==> config.mk <==
export PLATFORM = sky130hd
export DESIGN_NAME = cpcr_div
export DESIGN_NICKNAME = d
export VERILOG_FILES = /design/src/hdl/cpcr_pkg.sv /design/src/hdl/cpcr_div.sv
export SDC_FILE = /design/constraint.sdc
export NUM_CORES = 2
export LEC_CHECK = 0
export ABC_AREA = 1
export ABC_CLOCK_PERIOD_IN_PS = 3780
export BUFFER_PORTS_ARGS = -buffer_cell sky130_fd_sc_hd__buf_2
export CAP_MARGIN = 20
export CORE_UTILIZATION = 55
export CTS_CLUSTER_DIAMETER = 50
export CTS_CLUSTER_SIZE = 28
export DETAILED_ROUTE_END_ITERATION = 7
export GPL_ROUTABILITY_DRIVEN = 0
export PLACE_DENSITY = 0.68
export SLEW_MARGIN = 20
export SYNTH_ARGS = -nofsm -noshare
export SYNTH_HDL_FRONTEND = slang
export SYNTH_SLANG_ARGS = --single-unit
export TNS_END_PERCENT = 30
==> constraint.sdc <==
create_clock -name clk -period 3.78 [get_ports clk]
set_input_delay 0.378 -clock clk [delete_from_list [all_inputs] [get_ports clk]]
set_output_delay 0.378 -clock clk [all_outputs]
set_load 0.01 [all_outputs]
==> src/hdl/cpcr_pkg.sv <==
// Shared widths and stage map for the circle pair collision response pipeline.
package cpcr_pkg;

	// coordinate format
	localparam int COORD_W   = 24;
	localparam int FRAC_BITS = 8;
	localparam int ONE       = 1 << FRAC_BITS;
	localparam int COORD_MAX = (1 << (COORD_W - 1)) - 1;

	// pipelined restoring divider
	localparam int DIV_NUM_W = 36;
	localparam int DIV_DEN_W = 17;
	localparam int DIV_QUO_W = 18;

	// pipelined integer square root
	localparam int SQ_IN_W   = 34;
	localparam int SQ_ROOT_W = 17;
	localparam int SQ_REM_W  = 36;

	// pipeline map: register stage index where each unit is fed
	localparam int PIPE_DEPTH  = 60;
	localparam int ST_SQRT_IN  = 3;
	localparam int ST_NDIV_IN  = ST_SQRT_IN + SQ_ROOT_W + 1;
	localparam int ST_NRM      = ST_NDIV_IN + DIV_QUO_W + 1;
	localparam int ST_MR_IN    = ST_NRM + 2 - DIV_QUO_W;
	localparam int ST_MDIV_IN  = ST_NRM + 1;

endpackage

==> src/hdl/cpcr_div.sv <==
// Pipelined unsigned restoring divider, one quotient bit per register stage.
module cpcr_div (
	input  logic                            clk,
	input  logic                            en,
	input  logic [cpcr_pkg::DIV_NUM_W-1:0]  num,
	input  logic [cpcr_pkg::DIV_DEN_W-1:0]  den,
	output logic [cpcr_pkg::DIV_QUO_W-1:0]  quo
);
	import cpcr_pkg::*;

	logic [DIV_NUM_W-1:0] rem_s [0:DIV_QUO_W-1];
	logic [DIV_DEN_W-1:0] den_s [0:DIV_QUO_W-1];
	logic [DIV_QUO_W-1:0] quo_s [0:DIV_QUO_W-1];

	for (genvar k = 0; k < DIV_QUO_W; k++) begin : g_bit
		localparam int B = DIV_QUO_W - 1 - k;
		logic [DIV_NUM_W-1:0] rem_in;
		logic [DIV_NUM_W-1:0] term;
		logic [DIV_DEN_W-1:0] den_in;
		logic [DIV_QUO_W-1:0] quo_in;

		if (k == 0) begin : g_first
			assign rem_in = num;
			assign den_in = den;
			assign quo_in = '0;
		end else begin : g_next
			assign rem_in = rem_s[k-1];
			assign den_in = den_s[k-1];
			assign quo_in = quo_s[k-1];
		end

		assign term = DIV_NUM_W'(den_in) << B;

		always_ff @(posedge clk) begin
			if (en) begin
				den_s[k] <= den_in;
				if (rem_in >= term) begin
					rem_s[k] <= rem_in - term;
					quo_s[k] <= quo_in | (DIV_QUO_W'(1) << B);
				end else begin
					rem_s[k] <= rem_in;
					quo_s[k] <= quo_in;
				end
			end
		end
	end

	assign quo = quo_s[DIV_QUO_W-1];

endmodule

==> results.json <==
{
  "outcome": "complete, no violations",
  "rrSetupSlack_ns": 0.64,
  "ys_top_cells_by_area": "edfxtp_1 49%, nand2_1 15%, inv_1 8.0%",
  "drive_gt1_frac": 0.0502,
  "track_usage": 0.294,
  "finalPower_mw": 48.7,
  "crit_path_max_incr_delay_ns": 0.47,
  "cts_root_buf": "clkbuf_16",
  "drtIter0Drc": 6399,
  "die_x_um": 347,
  "grt_pass1_wl_um": 276000,
  "async_flop_share": 0,
  "synth_compound_area_frac": 0.0535,
  "cts_resized": 0,
  "cts.sinks": 1072,
  "clock_latency_ns": 0.75,
  "syn_area_um2": 65500,
  "synth.largest_area_cell": "edfxtp_1",
  "multiInputGateArea_um2": 27500,
  "dp_hpwl_um": 142000,
  "yosys.area_share.simple": 0.276,
  "antenna_found_initial": 3,
  "grt_pass1_vias": 50000,
  "nFillCells": 10300,
  "vias": 54700,
  "yosys-mux-area-fraction": 0,
  "endpoint_kind": "flop",
  "synth_edf_count": 1072,
  "hold_class": "in2reg",
  "hold_end": "rem_s[0][35]",
  "cpMaxStageDelayCell": "edfxtp_1",
  "slew_violations": 0,
  "die_area_um2": 120000,
  "synth.net_count": 8445,
  "worstMarginPinSlew_ns": 0.841,
  "cts_max_path_buffers": 3,
  "hold_violations": 0,
  "initial_core_util": 0.555,
  "placed_area_um2": 67600,
  "cpMostUsedCell": "nand2_1",
  "crit_type": "reg2reg",
  "seq_area_um2": 32200,
  "rsz0062_at_grt": "no",
  "r2r-end": "rem_s[7][44]",
  "r2r_cells": 9,
  "postSynthAreaPerCell_um2": 8.12,
  "cp-start-kind": "flop",
  "finalCritPeriodShare": 0.831,
  "power_density_nw_per_um2": 674,
  "numPortBuffers": 72,
  "grt_max_degree": 96,
  "grt-ovfl-total": 0,
  "cts_buffers": 114,
  "ioPinCount": 73,
  "crit_family": "simple AND/OR/NAND/NOR gates",
  "yosys_warnings": 0,
  "rr_startpoint": "rem_s[7][16]",
  "synth_xor_area_frac": 0.0267,
  "coreArea_um2": 118000,
  "fin_ws_ns": 0.639,
  "firstDrtPassIters": 7,
  "synth_top_family_by_area": "simple AND/OR/NAND/NOR gates",
  "yosysTopAreaCellShare": 0.492,
  "yosysMostFrequentCell": "nand2_1",
  "ys_top_cells_by_count": "2557 x nand2_1, 1391 x inv_1, 1072 x edfxtp_1, 794 x nor2_1, 500 x nand3_1",
  "fin_nets": 8637,
  "num_rows": 126,
  "setup_tns_ns": 0,
  "synth_top_flop_cell": "edfxtp_1",
  "cap_violations": 0,
  "critical_path_required_ns": 4.30,
  "drc": 0,
  "cellLeakagePower_nw": 33.2,
  "clk_pin_slew_worst_paths_ns": 0.07,
  "design_area_um2": 72200,
  "cts_tree": "built",
  "h-tree-depth": 3,
  "min_path_cells": 5,
  "worstHoldStart": "num[35]",
  "cp_num_buf_inv": 1,
  "yosysSeqAreaShare": 0.492,
  "drtAntennaViolNets": 0,
  "ctsHoldBuffers": 52,
  "slew_headroom": 0.434,
  "drt-vias-per-instance": 5.53,
  "drt_wl_total_um": 180000,
  "postSynthCellCount": 8067,
  "fin_crit_ns": 3.14,
  "synth_cell_types": 48,
  "synth-seq-cells": 1072,
  "setup_viol": 0,
  "fin_util": 0.612,
  "synth_fa_ha_area_frac": 0.0637,
  "peakVddDrop_mv": 0.402,
  "die_h_um": 347,
  "post_cts_buffers": 0,
  "pre_cts_ws_ns": 0.591,
  "fmax_mhz": 318,
  "cp_max_fo": 24,
  "crit_chain": "ha_1 -> nand2_1 -> nor2_2 -> nand2_1 -> nor3_1 -> nor2_1 -> nand3_2 -> inv_2 -> o21ai_0",
  "cp.arrival_ns": 3.66,
  "wl_per_cell_um": 18.2,
  "syn_to_final_growth_pct": 10.3,
  "skew_ns": 0.0381
}
cell families after synthesis:
family                     Yosys count
xor gates and xnor gates           200
and+or+nand+nor                   4324
DFF                               1072
adders and majority gates          323
AOI/OAI and AO/OA                  667
buffers and inverters             1481
sequential cells by signal, summed over array words and instances, names as in the netlist:
signal	flops
rem_s	612
den_s	289
quo_s	171
tightest hold or removal path, delay by kind of cell:
kind                   cells  cell delay (ns)
buffers and inverters      2             0.15
and+or+nand+nor            3             0.14
worst max path at each step:
stage	from	cells past startpoint	slack, ns	end
5_1_grt	den[2]	14	0.55	rem_s[0][33]
6_report	rem_s[7][16]	9	0.64	rem_s[7][44]
2_1_floorplan	en	4	1.0	quo_s[8][10]
3_3_place_gp	den[2]	13	0.62	rem_s[0][32]
3_5_place_dp	den[2]	13	0.59	rem_s[0][32]
4_1_cts	den_s[15][8]	12	0.81	rem_s[8][9]
report_power, final:
part	total [mW]	leakage, nW	switching [mW]	internal (mW)
Clock	12.0	1.99	5.66	6.34
Sequential	18.0	10.3	1.82	16.1
Combinational	18.8	20.9	12.7	6.09
cell type report:
class / count / area share
antenna: 1 / 0.0000346
clock buffer: 118 / 0.0403
clock inverter: 98 / 0.0172
inverter: 1399 / 0.0727
multi-input combinational: 5514 / 0.381
sequential: 1072 / 0.446
tap: 1536 / 0.0266
timing repair buffer: 158 / 0.0162
cell usage in the layout, fill, tap and decap left out, drive strengths merged, types with 4 or more instances in the layout:
cell type    Yosys  layout
clkbuf          21     118
ha             306     306
xnor2           89      89
bufinv           0       4
clkinv           0      34
edfxtp        1072    1072
dlygate4sd3      0      52
nor3           145     145
nor4            11      11
o21ai          317     317
nand4          177     177
o211ai           5       5
a21boi           4       4
nand3          515     515
xor2           111     111
o21a             6       6
nor2           821     821
o21bai          11      11
nand2         2567    2567
clkinvlp         0       9
nand3b          52      52
and2            13      13
fa              17      17
or2             20      20
buf             61     106
inv           1399    1450
a21oi          311     311
a21o            10      10
through the flow:
step,hold WS [ns],instances
global route,0.0888,9895
finish,0.0575,9896
CTS,0.000947,9895
global placement,0.401,9627
detailed placement,0.405,9627
floorplan,0.400,8067
metal layers:
metal	vias up	share of wire	global-route usage
li1	26600	-	-
met1	25200	0.43	0.425
met4	0	0.033	0.0981
met3	361	0.091	0.0394
met5	-	0	0
met2	2558	0.44	0.455
(Power assumes the default switching activity.)
