[config.mk]
export PLATFORM = sky130hd
export DESIGN_NAME = cpcr_isqrt
export DESIGN_NICKNAME = d
export VERILOG_FILES = /design/src/hdl/cpcr_pkg.sv /design/src/hdl/cpcr_isqrt.sv
export SDC_FILE = /design/constraint.sdc
export NUM_CORES = 1
export LEC_CHECK = 0
export BUFFER_PORTS_ARGS = -buffer_cell sky130_fd_sc_hd__buf_2
export CORE_UTILIZATION = 45
export CTS_CLUSTER_SIZE = 25
export DETAILED_ROUTE_END_ITERATION = 8
export PLACE_DENSITY_LB_ADDON = 0.3
export SYNTH_ARGS = -nofsm -noshare
export SYNTH_HDL_FRONTEND = slang
export SYNTH_SLANG_ARGS = --single-unit
[constraint.sdc]
create_clock -name clk -period 4.1 [get_ports clk]
set_input_delay 0.41 -clock clk [delete_from_list [all_inputs] [get_ports clk]]
set_output_delay 0.41 -clock clk [all_outputs]
set_load 0.03 [all_outputs]
[src/hdl/cpcr_pkg.sv]
// Shared widths and stage map for the circle pair collision response pipeline.
package cpcr_pkg;

	// coordinate format
	localparam int COORD_W   = 24;
	localparam int FRAC_BITS = 8;
	localparam int ONE       = 1 << FRAC_BITS;
	localparam int COORD_MAX = (1 << (COORD_W - 1)) - 1;

	// pipelined restoring divider
	localparam int DIV_NUM_W = 36;
	localparam int DIV_DEN_W = 17;
	localparam int DIV_QUO_W = 18;

	// pipelined integer square root
	localparam int SQ_IN_W   = 34;
	localparam int SQ_ROOT_W = 17;
	localparam int SQ_REM_W  = 36;

	// pipeline map: register stage index where each unit is fed
	localparam int PIPE_DEPTH  = 60;
	localparam int ST_SQRT_IN  = 3;
	localparam int ST_NDIV_IN  = ST_SQRT_IN + SQ_ROOT_W + 1;
	localparam int ST_NRM      = ST_NDIV_IN + DIV_QUO_W + 1;
	localparam int ST_MR_IN    = ST_NRM + 2 - DIV_QUO_W;
	localparam int ST_MDIV_IN  = ST_NRM + 1;

endpackage

[src/hdl/cpcr_isqrt.sv]
// Pipelined integer square root, one root bit per register stage.
module cpcr_isqrt (
	input  logic                            clk,
	input  logic                            en,
	input  logic [cpcr_pkg::SQ_IN_W-1:0]    rad,
	output logic [cpcr_pkg::SQ_ROOT_W-1:0]  root
);
	import cpcr_pkg::*;

	logic [SQ_REM_W-1:0]  rem_s [0:SQ_ROOT_W-1];
	logic [SQ_ROOT_W-1:0] acc_s [0:SQ_ROOT_W-1];

	for (genvar k = 0; k < SQ_ROOT_W; k++) begin : g_bit
		localparam int B = SQ_ROOT_W - 1 - k;
		logic [SQ_REM_W-1:0]  rem_in;
		logic [SQ_REM_W-1:0]  term;
		logic [SQ_ROOT_W-1:0] acc_in;

		if (k == 0) begin : g_first
			assign rem_in = SQ_REM_W'(rad);
			assign acc_in = '0;
		end else begin : g_next
			assign rem_in = rem_s[k-1];
			assign acc_in = acc_s[k-1];
		end

		// (r + 2^B)^2 - r^2
		assign term = (SQ_REM_W'(acc_in) << (B + 1)) + (SQ_REM_W'(1) << (2 * B));

		always_ff @(posedge clk) begin
			if (en) begin
				if (rem_in >= term) begin
					rem_s[k] <= rem_in - term;
					acc_s[k] <= acc_in | (SQ_ROOT_W'(1) << B);
				end else begin
					rem_s[k] <= rem_in;
					acc_s[k] <= acc_in;
				end
			end
		end
	end

	assign root = acc_s[SQ_ROOT_W-1];

endmodule

==> run summary, run 1 <==
Crit Path Max Fanout - 6
total wire length - 77300 um
Starting Density - 45.4%
area taken by flip-flops and latches - 21900 um2
hold-critical path depth - 3
Hold Path Class - primary input to flop
area of the multi-input gates - 12200 um2
Final Cycle Share - 88.9%
Sum Neg Setup Slack - 0 ns
largest stage delay on the critical path - 0.80 ns
Worst Tran Pin Value - 1.16 ns
Post-DRT Antenna Nets - 0
Power Dens Cells - 499 nW/um2
post-DR vias/cell - 5.53
WS Path Type - flop to flop
R2R depth - 7
fin nets - 3104
Post-synth ARST share - 0%
synthesized flop and latch total - 728
RR Endpoint - rem_s[8][32]
Cells after Synth - 2758
Clock Path Buffers - 3
Pins Over Slew Limit - 0
Crit-path slowest cell - nor4b_1
Synth top area share - 62.3%
RD Place Congestion - 0.937
DP Area - 36700 um2
most frequent cell after synthesis - edfxtp_1
largest net degree at the start of global routing - 205
via count - 22108
diode count - 0
MaxCap Viol Count - 0
synthesized area - 35100 um2
number of port buffers - 52
most frequent cells after synthesis - 728 x edfxtp_1, 211 x inv_1, 209 x nand2_1, 168 x ha_1, 157 x o21ai_0
Fin. Hold Viols - 0
core area - 77300 um2
min Tclk post-route - 3.65 ns
Worst-path clk slew - 0.06 ns
Synth Area per Inst - 12.7 um2
sequential share of the synthesized area - 62.3%
Reg-to-Reg Start - rem_s[7][21]
clock skew - 0.0613 ns
Critical Path Sink Type - flop
top cell type by total area after synthesis - edfxtp_1
Residual DRC - 0
slew margin rel. - 22.5%
final instance area - 39600 um2
RSZ-0062 raised after global routing - false
kind of start point of the critical path - flop
Max rail drop VDD - 0.000377 V
layout cells sized above 1 - 8.82%
H-tree levels - 3
FMAX - 0.274 GHz
num rows - 102
Die Width - 281 um
first-pass GRT wire length - 120000 um
hold path startpoint - rad[33]
clk_lat worst skew - 0.66 ns
net count after synthesis - 2962
CP required - 4.48 ns
Yosys cell types - 86
IO Pins - 53
TritonCTS clock tree - done
initial DRC count - 1354
CP cell instances - ha_1 > nor4b_1 > nand4_1 > o311a_1 > nor4_1 > nand2b_1 > xnor2_1
GR Util All Layers - 19.7%
HPWL after DPL - 57100 um
final setup vio count - 0
Post-Layout Cell Count - 4000
Arrival @ worst endpoint - 4.03 ns
CTS root buffer - clkbuf_16
ys flop type - edfxtp_1
dpl cells - 3825
WL/cell - 19.3 um
first-pass iteration count of the detailed router - 5
CTS sink count - 728
number of global-route vias before repair - 22630
cts bufs inserted - 81
Synth area leaders - edfxtp_1 62%, ha_1 6.0%, xor2_1 3.2%
leakage - 14.8 nW
Post-synth EDFFs - 728
Layout area overhead - 13.0%
Die Area - 79100 um2
initial antenna violation count - 0
Min-Delay Endpoint - rem_s[0][33]
GRT Residual Overflow - 0
layout filler cell count - 6543
synth warn - 0
outcome - completed
Die H - 281 um
register-to-register setup slack - 0.45 ns
## through the flow
step                setup WS (ns)  utilization [%]  hold slack, ns  power, mW
finish                      0.454             51.2          0.0966       19.8
CTS                         0.416             51.2          0.0535       19.9
global placement            0.534             47.4           0.421       12.6
floorplan                    1.20                -           0.417       11.8
global route                0.263             51.2          0.0780       20.6
detailed placement          0.429             47.4           0.429       12.7
## cell type report
| cell class | instances | share of cell area [%] |
|---|---|---|
| inverters | 212 | 2.01 |
| clock inverters | 50 | 1.43 |
| repair buffers | 115 | 2.17 |
| flip-flops and latches | 728 | 55.2 |
| multi-input cells | 1762 | 30.7 |
| well taps | 1040 | 3.28 |
| clock buffers | 93 | 5.23 |
## critical path, delay by kind of cell (launching register included)
| kind | cells | cell delay [ns] |
|---|---|---|
| compound gates | 1 | 0.40 |
| xor+xnor | 1 | 0.17 |
| fa+ha+maj | 1 | 0.49 |
| flops | 1 | 0.39 |
| simple gates | 4 | 1.95 |
## how the worst max path moves through the flow
| stage | endpoint | slack, ns | cells past startpoint | startpoint |
|---|---|---|---|---|
| after floorplan | rem_s[13][25] | 1.20 | 9 | rem_s[12][19] |
| after global placement | rem_s[8][34] | 0.53 | 7 | rem_s[7][21] |
| after detailed placement | rem_s[8][32] | 0.43 | 7 | rem_s[7][21] |
| after CTS | rem_s[8][32] | 0.42 | 7 | rem_s[7][21] |
| after global routing | rem_s[8][32] | 0.26 | 8 | acc_s[7][12] |
| final | rem_s[8][32] | 0.45 | 7 | rem_s[7][21] |
## flip-flops by register name, summed over array words and instances, names as in the netlist
register	cells
acc_s	153
rem_s	575
## layer usage
layer,GRT usage (%),share of wire (%),vias up
met5,0,0,-
met4,11.4,6.0,0
met3,2.83,3.3,215
met2,39.2,56,530
met1,18.9,35,10729
li1,-,-,10634
## logic make-up after synthesis
logic type,after synthesis,synth area share (%)
compound gates,475,8.65
fa+ha+maj,168,5.99
xor+xnor,246,6.14
flops,728,62.3
buf+inv,268,3.02
mux,30,0.945
simple gates,843,12.9
## layout by cell type, fill, tap and decap left out, drive strengths merged, types with 104 or more instances in the layout
master / synthesis / layout
nor4: 104 / 104
edfxtp: 728 / 728
nand2: 209 / 209
ha: 168 / 168
nor2: 129 / 129
inv: 212 / 214
xnor2: 116 / 116
xor2: 130 / 130
o21ai: 158 / 158
a21oi: 107 / 107
## timing repair
action,CTS,global route
resized for setup,0,0
hold buffers,32,0
hold endpoints to repair,32,0
buffers inserted,0,0
## report_power, final
| group | total [mW] | internal, mW | leakage, nW | switching (mW) |
|---|---|---|---|---|
| clock network | 7.15 | 4.12 | 1.27 | 3.03 |
| registers | 9.78 | 9.18 | 6.97 | 0.593 |
| logic | 2.86 | 1.18 | 6.51 | 1.68 |
No activity file was read; power rests on OpenSTA's default activity.
==> run 2, diff against run 1 <==
- CELL_PAD_IN_SITES_DETAIL_PLACEMENT: not set -> 0
- CELL_PAD_IN_SITES_GLOBAL_PLACEMENT: not set -> 1
==> run 2 against run 1 <==
Non-clock buffer count shrank 7. Register-to-register slack gained 0.31 ns. Critical path type unchanged. Via count shrank 0.94%. Largest power group unchanged. Hold slack gained 0.095 ns. Core utilization is essentially flat. Final cell count down 0.18%. Maximum frequency is 9.4% higher. Critical path depth grew 2. First-iteration DRC count up 30%.
==> run summary, run 2 (synthesized netlist as in run 1, its figures left out) <==
outcome - completed
Fin. Hold Viols - 0 (unchanged)
leakage - 14.7 nW (-0.10%)
commonest non-fill, non-tap cell in the layout - edfxtp_1
largest net degree at the start of global routing - 190 (-7.3%)
power share of the clock group - 36.6% (+0.5 points)
Crit Path Max Fanout - 5 (-1)
Residual DRC - 0 (unchanged)
core area - 77300 um2 (unchanged)
first-pass GRT wire length - 125000 um (+4.2%)
via count - 21900 (-0.94%)
Die Width - 281 um (unchanged)
CP required - 4.47 ns (about the same)
dpl cells - 3818 (-0.18%)
number of port buffers - 52 (unchanged)
TritonCTS clock tree - done
fin nets - 3095 (-0.29%)
Pins Over Slew Limit - 0 (unchanged)
RD Place Congestion - 0.885 (-5.6%)
switch share - 26.4% (-0.43 points)
Crit-path slowest cell - o2111ai_1
Gate power share - 14.2% (-0.3 points)
Starting Density - 45.4% (unchanged)
cts bufs inserted - 79 (-2.5%)
largest stage delay on the critical path - 0.45 ns (-0.35 ns)
diode count - 0 (unchanged)
commonest non-fill, non-tap cells in the layout - 728 x edfxtp_1, 211 x inv_1, 209 x nand2_1
WS Path Type - flop to flop
Biggest register - rem_s
clk_lat worst skew - 0.63 ns (-0.03 ns)
min Tclk post-route - 3.33 ns (-0.314 ns)
hold buffer count at cts - 32 (unchanged)
delay-heaviest family, CP - compound AO/OA/AOI/OAI gates
RSZ-0062 raised after global routing - false
MaxCap Viol Count - 0 (unchanged)
CTS root buffer - clkbuf_16
HPWL after DPL - 59000 um (+3.2%)
final setup vio count - 0 (unchanged)
layout cells sized above 1 - 8.70% (-0.11 points)
WHS - 0.192 ns (+0.0953 ns)
Post-Layout Cell Count - 3993 (-0.18%)
Final Cycle Share - 81.3% (-7.7 points)
num rows - 102 (unchanged)
IO Pins - 53 (unchanged)
CTS sink count - 728 (unchanged)
Post-DRT Antenna Nets - 0 (unchanged)
Sum Neg Setup Slack - 0 ns (unchanged)
number of global-route vias before repair - 22106 (-2.3%)
Critical Path Sink Type - flop
GR Util All Layers - 20.6% (+0.96 points)
kind of start point of the critical path - flop
Arrival @ worst endpoint - 3.70 ns (-0.33 ns)
Hold Path Class - primary input to flop
Internal - 14.7 mW (+1.4%)
register-to-register setup slack - 0.77 ns (+0.31 ns)
Sw Pwr - 5.26 mW (-0.81%)
setup bufs post-CTS - 0 (unchanged)
first-pass iteration count of the detailed router - 5 (unchanged)
Layout area overhead - 12.9% (about the same)
Die Area - 79100 um2 (unchanged)
Power Dens Cells - 503 nW/um2 (+0.83%)
Regs by FF count - rem_s: 575 flops, acc_s: 153 flops
CP cell instances - inv_1 > ha_1 > nor2b_1 > o2111ai_1 > nand2_1 > a31oi_1 > o21bai_1 > a21oi_1 > mux2_2
GRT Residual Overflow - 0 (unchanged)
total wire length - 79800 um (+3.3%)
flip-flop count of the largest register after layout - 575 (unchanged)
Worst Tran Pin Value - 1.01 ns (-0.157 ns)
initial DRC count - 1756 (+30%)
sequential power share - 49.2% (-0.2 points)
clock skew - 0.0305 ns (-0.0308 ns)
H-tree levels - 3 (unchanged)
Buf/Inv on CP - 1 (+1)
slew margin rel. - 32.0% (+9.5 points)
Clock Path Buffers - 3 (unchanged)
Die H - 281 um (unchanged)
Max rail drop VDD - 0.000405 V (+7.4%)
Worst-path clk slew - 0.06 ns (about the same)
FMAX - 0.300 GHz (+9.4%)
Power Total - 19.9 mW (+0.80%)
Resized Gates After CTS - 0 (unchanged)
WL/cell - 20.0 um (+3.5%)
post-DR vias/cell - 5.48 (-0.77%)
initial antenna violation count - 0 (unchanged)
run 2: changes by cell type in the layout (fill, tap and decap cells not counted), sizes merged:
cell / delta
clkinvlp: +1
buf: -7
clkinv: -6
inv: +1
bufinv: +4
run 2: layout make-up:
cell class                      count  area, um2
Multi-Input combinational cell   1762      12200
Inverter                          212        796
Fill cell                        6628      37700
Tap cell                         1040       1300
Sequential cell                   728      21900
Clock buffer                       93       2070
Timing Repair Buffer              108        833
Clock inverter                     50        582
run 2: worst register-to-register path, cell delays in order, from the launching register on:
cell and delay (ns):
edfxtp_1 0.41, inv_1 0.06, ha_1 0.33, nor2b_1 0.16, o2111ai_1 0.45, nand2_1 0.17
a31oi_1 0.45, o21bai_1 0.23, a21oi_1 0.43, mux2_2 0.40
run 2: power by group through the flow:
stage / clock (mW) / combinational, mW / sequential [mW]
after detailed placement: 0 / 2.79 / 9.96
after global placement: 0 / 2.76 / 9.95
final: 7.30 / 2.84 / 9.81
after floorplan: 0 / 2.14 / 9.67
after global routing: 7.74 / 3.18 / 9.89
after CTS: 7.47 / 2.84 / 9.82
run 2: routing by layer:
layer | routed length (um) | vias up | GRT usage [%]
li1 | - | 10612 | -
met1 | 32200 | 10570 | 24.6
met2 | 41400 | 562 | 37.4
met3 | 3340 | 156 | 2.75
met4 | 2890 | 0 | 8.42
met5 | 0 | - | 0
run 2: final timing paths:
kind                startpoint             to  cells after the start
hold reg to reg   acc_s[4][14]   acc_s[5][14]                      0
setup reg to reg  acc_s[12][4]  rem_s[13][17]                      9
setup / recovery  acc_s[12][4]  rem_s[13][17]                      9
hold / removal         rad[33]   rem_s[0][33]                      3
run 2: through the flow:
step	util, %	setup slack [ns]	area (um2)
detailed placement	47.4	0.851	36600
floorplan	-	1.20	35100
finish	51.2	0.768	39600
CTS	51.2	0.833	39600
global placement	47.4	0.823	36600
global route	51.2	0.573	39600
==> run 3, diff against run 2 <==
- clock period: 4.1 -> 2.75 ns (I/O delays scaled with it)
==> run 3 against run 2 <==
The flow now finishes with violations (negative setup slack). Setup slack worse by 1.0 ns. Final cell count is 13% higher. Highest routed layer unchanged. Maximum frequency is 11% higher. Sequential share of layout area is 7.5 points lower.
==> run summary, run 3 (synthesized netlist as in run 1, its figures left out) <==
Power Dens Cells - 699 nW/um2 (+39%)
Max rail drop VDD - 0.000567 V (+40%)
Crit Path Max Fanout - 4 (-1)
layout cells sized above 1 - 29.7% (+21 points)
register-to-register setup slack - -0.24 ns (-1.01 ns)
Reg-to-Reg Start - rem_s[11][19]
MaxCap Viol Count - 0 (unchanged)
Global Route met3 Usage - 2.97% (+0.22 points)
Hold Path Class - primary input to flop
outcome - finished with violations
met1 usage - 26.3% (+1.7 points)
Buf/Inv on CP - 0 (-1)
first-pass GRT wire length - 136000 um (+9.0%)
total wire length - 89700 um (+12%)
area taken by flip-flops and latches - 21900 um2 (unchanged)
cts bufs inserted - 81 (+2.5%)
initial DRC count - 1385 (-21%)
post-DR vias/cell - 5.37 (-2.0%)
GR Util met2 - 41.4% (+4.0 points)
diode count - 0 (unchanged)
DP Worst Slack - -0.416 ns (-1.27 ns)
Power Total - 32.0 mW (+61%)
number of global-route vias before repair - 24604 (+11%)
Clock Path Buffers - 3 (unchanged)
min Tclk post-route - 2.99 ns (-0.342 ns)
Residual DRC - 0 (unchanged)
Die H - 281 um (unchanged)
CTS sink count - 728 (unchanged)
RSZ-0062 raised after global routing - true
Arrival @ worst endpoint - 3.34 ns (-0.36 ns)
CTS root buffer - clkbuf_16
GR Util All Layers - 22.5% (+1.8 points)
Final Cycle Share - 109% (+27 points)
FMAX - 0.334 GHz (+11%)
IO Pins - 53 (unchanged)
final instance area - 45800 um2 (+16%)
largest stage delay on the critical path - 0.49 ns (+0.04 ns)
core area - 77300 um2 (unchanged)
RR Endpoint - rem_s[12][32]
setup ws final - -0.241 ns (-1.01 ns)
final setup vio count - 36 (+36)
WL/cell - 19.9 um (-0.47%)
layout filler cell count - 6137 (-7.4%)
CP cell instances - ha_4 > nand4_1 > or4_4 > o311a_1 > o211a_4 > nor3_4 > or4b_4 > xnor2_2
Die Width - 281 um (unchanged)
Fin. Hold Viols - 0 (unchanged)
GRT Residual Overflow - 0 (unchanged)
Worst-path clk slew - 0.06 ns (about the same)
clk_lat worst skew - 0.66 ns (+0.03 ns)
fin nets - 3611 (+17%)
area of the multi-input gates - 14200 um2 (+17%)
Layout area overhead - 30.7%
delay-heaviest family, CP - simple AND/OR/NAND/NOR gates
H-tree levels - 3 (unchanged)
TritonCTS clock tree - done
largest net degree at the start of global routing - 177 (-6.8%)
WS Path Type - flop to flop
crit path to - rem_s[12][32]
via count - 24236 (+11%)
Critical Path Sink Type - flop
Post-DRT Antenna Nets - 0 (unchanged)
Pins Over Slew Limit - 0 (unchanged)
slew margin rel. - 30.2% (-1.8 points)
CP required - 3.10 ns (-1.37 ns)
RD Place Congestion - 0.912 (+3.1%)
WHS - 0.158 ns (-0.0340 ns)
crit path launch - rem_s[11][19]
layer with the highest usage - met2
Regs by FF count - rem_s: 575 flops, acc_s: 153 flops
number of port buffers - 52 (unchanged)
failing checks - negative setup slack
num rows - 102 (unchanged)
Starting Density - 45.4% (unchanged)
HPWL after DPL - 65100 um (+10%)
commonest non-fill, non-tap cells in the layout - 728 x edfxtp_1, 495 x buf_4, 205 x inv_1
clock skew - 0.0514 ns (+0.0209 ns)
R2R depth - 8 (-1)
leakage - 17.7 nW (+20%)
Sum Neg Setup Slack - -1.96 ns (-1.96 ns)
flip-flop count of the largest register after layout - 575 (unchanged)
Crit path depth - 8 (-1)
hold-critical path depth - 2 (-1)
DP Area - 40000 um2 (+9.2%)
kind of start point of the critical path - flop
Die Area - 79100 um2 (unchanged)
commonest non-fill, non-tap cell in the layout - edfxtp_1
first-pass iteration count of the detailed router - 5 (unchanged)
Worst Tran Pin Value - 1.05 ns (+0.0418 ns)
initial antenna violation count - 1 (+1)
Crit-path slowest cell - or4b_4
Biggest register - rem_s
[run 3: layout make-up]
cell class	instances	area share, %
clock buffers	90	4.50
repair buffers	621	10.8
inverters	212	1.74
flip-flops and latches	728	47.7
well taps	1040	2.84
clock inverters	56	1.51
multi-input cells	1763	31.0
[run 3: repair_timing]
| action | in CTS | in global routing |
|---|---|---|
| gates resized for setup | 158 | 236 |
| setup buffers | 32 | 57 |
| gates cloned | 1 | 3 |
| hold buffers | 34 | 0 |
| hold endpoints to repair | 34 | 0 |
| pin swaps | 41 | 84 |
| endpoints found under the setup margin | 182 | 226 |
[run 3: stage by stage]
stage,util [%],cells
finish,59.3,4510
CTS,57.1,4456
global route,59.3,4510
global placement,51.7,4246
floorplan,-,2758
detailed placement,51.7,4246
[run 3: worst min path at each step]
stage | from | endpoint | slack, ns
after detailed placement | rem_s[0][5] | rem_s[1][5] | 0.43
final | en | rem_s[0][26] | 0.16
after floorplan | rad[0] | rem_s[0][0] | 0.37
after CTS | en | rem_s[1][26] | 0.12
after global routing | en | rem_s[0][26] | 0.13
after global placement | rem_s[1][3] | rem_s[2][3] | 0.43
[run 3: worst register-to-register path: stages (launching register included)]
cell and delay (ns):
edfxtp_1 0.45, ha_4 0.31, nand4_1 0.15, or4_4 0.45, o311a_1 0.38, o211a_4 0.17
nor3_4 0.15, or4b_4 0.50, xnor2_2 0.17
[run 3: routing by layer]
layer  share of wire, %  vias up
li1                   -    11643
met1                 40    11886
met2                 52      498
met3                3.1      209
met4                4.3        0
met5                  0        -
[run 3: power by group]
part           switching (mW)  leakage, nW  internal (mW)
Combinational            3.34         9.45           3.09
Sequential              0.868         6.97           13.7
Clock                    4.62         1.32           6.42
Total                    8.83         17.7           23.2
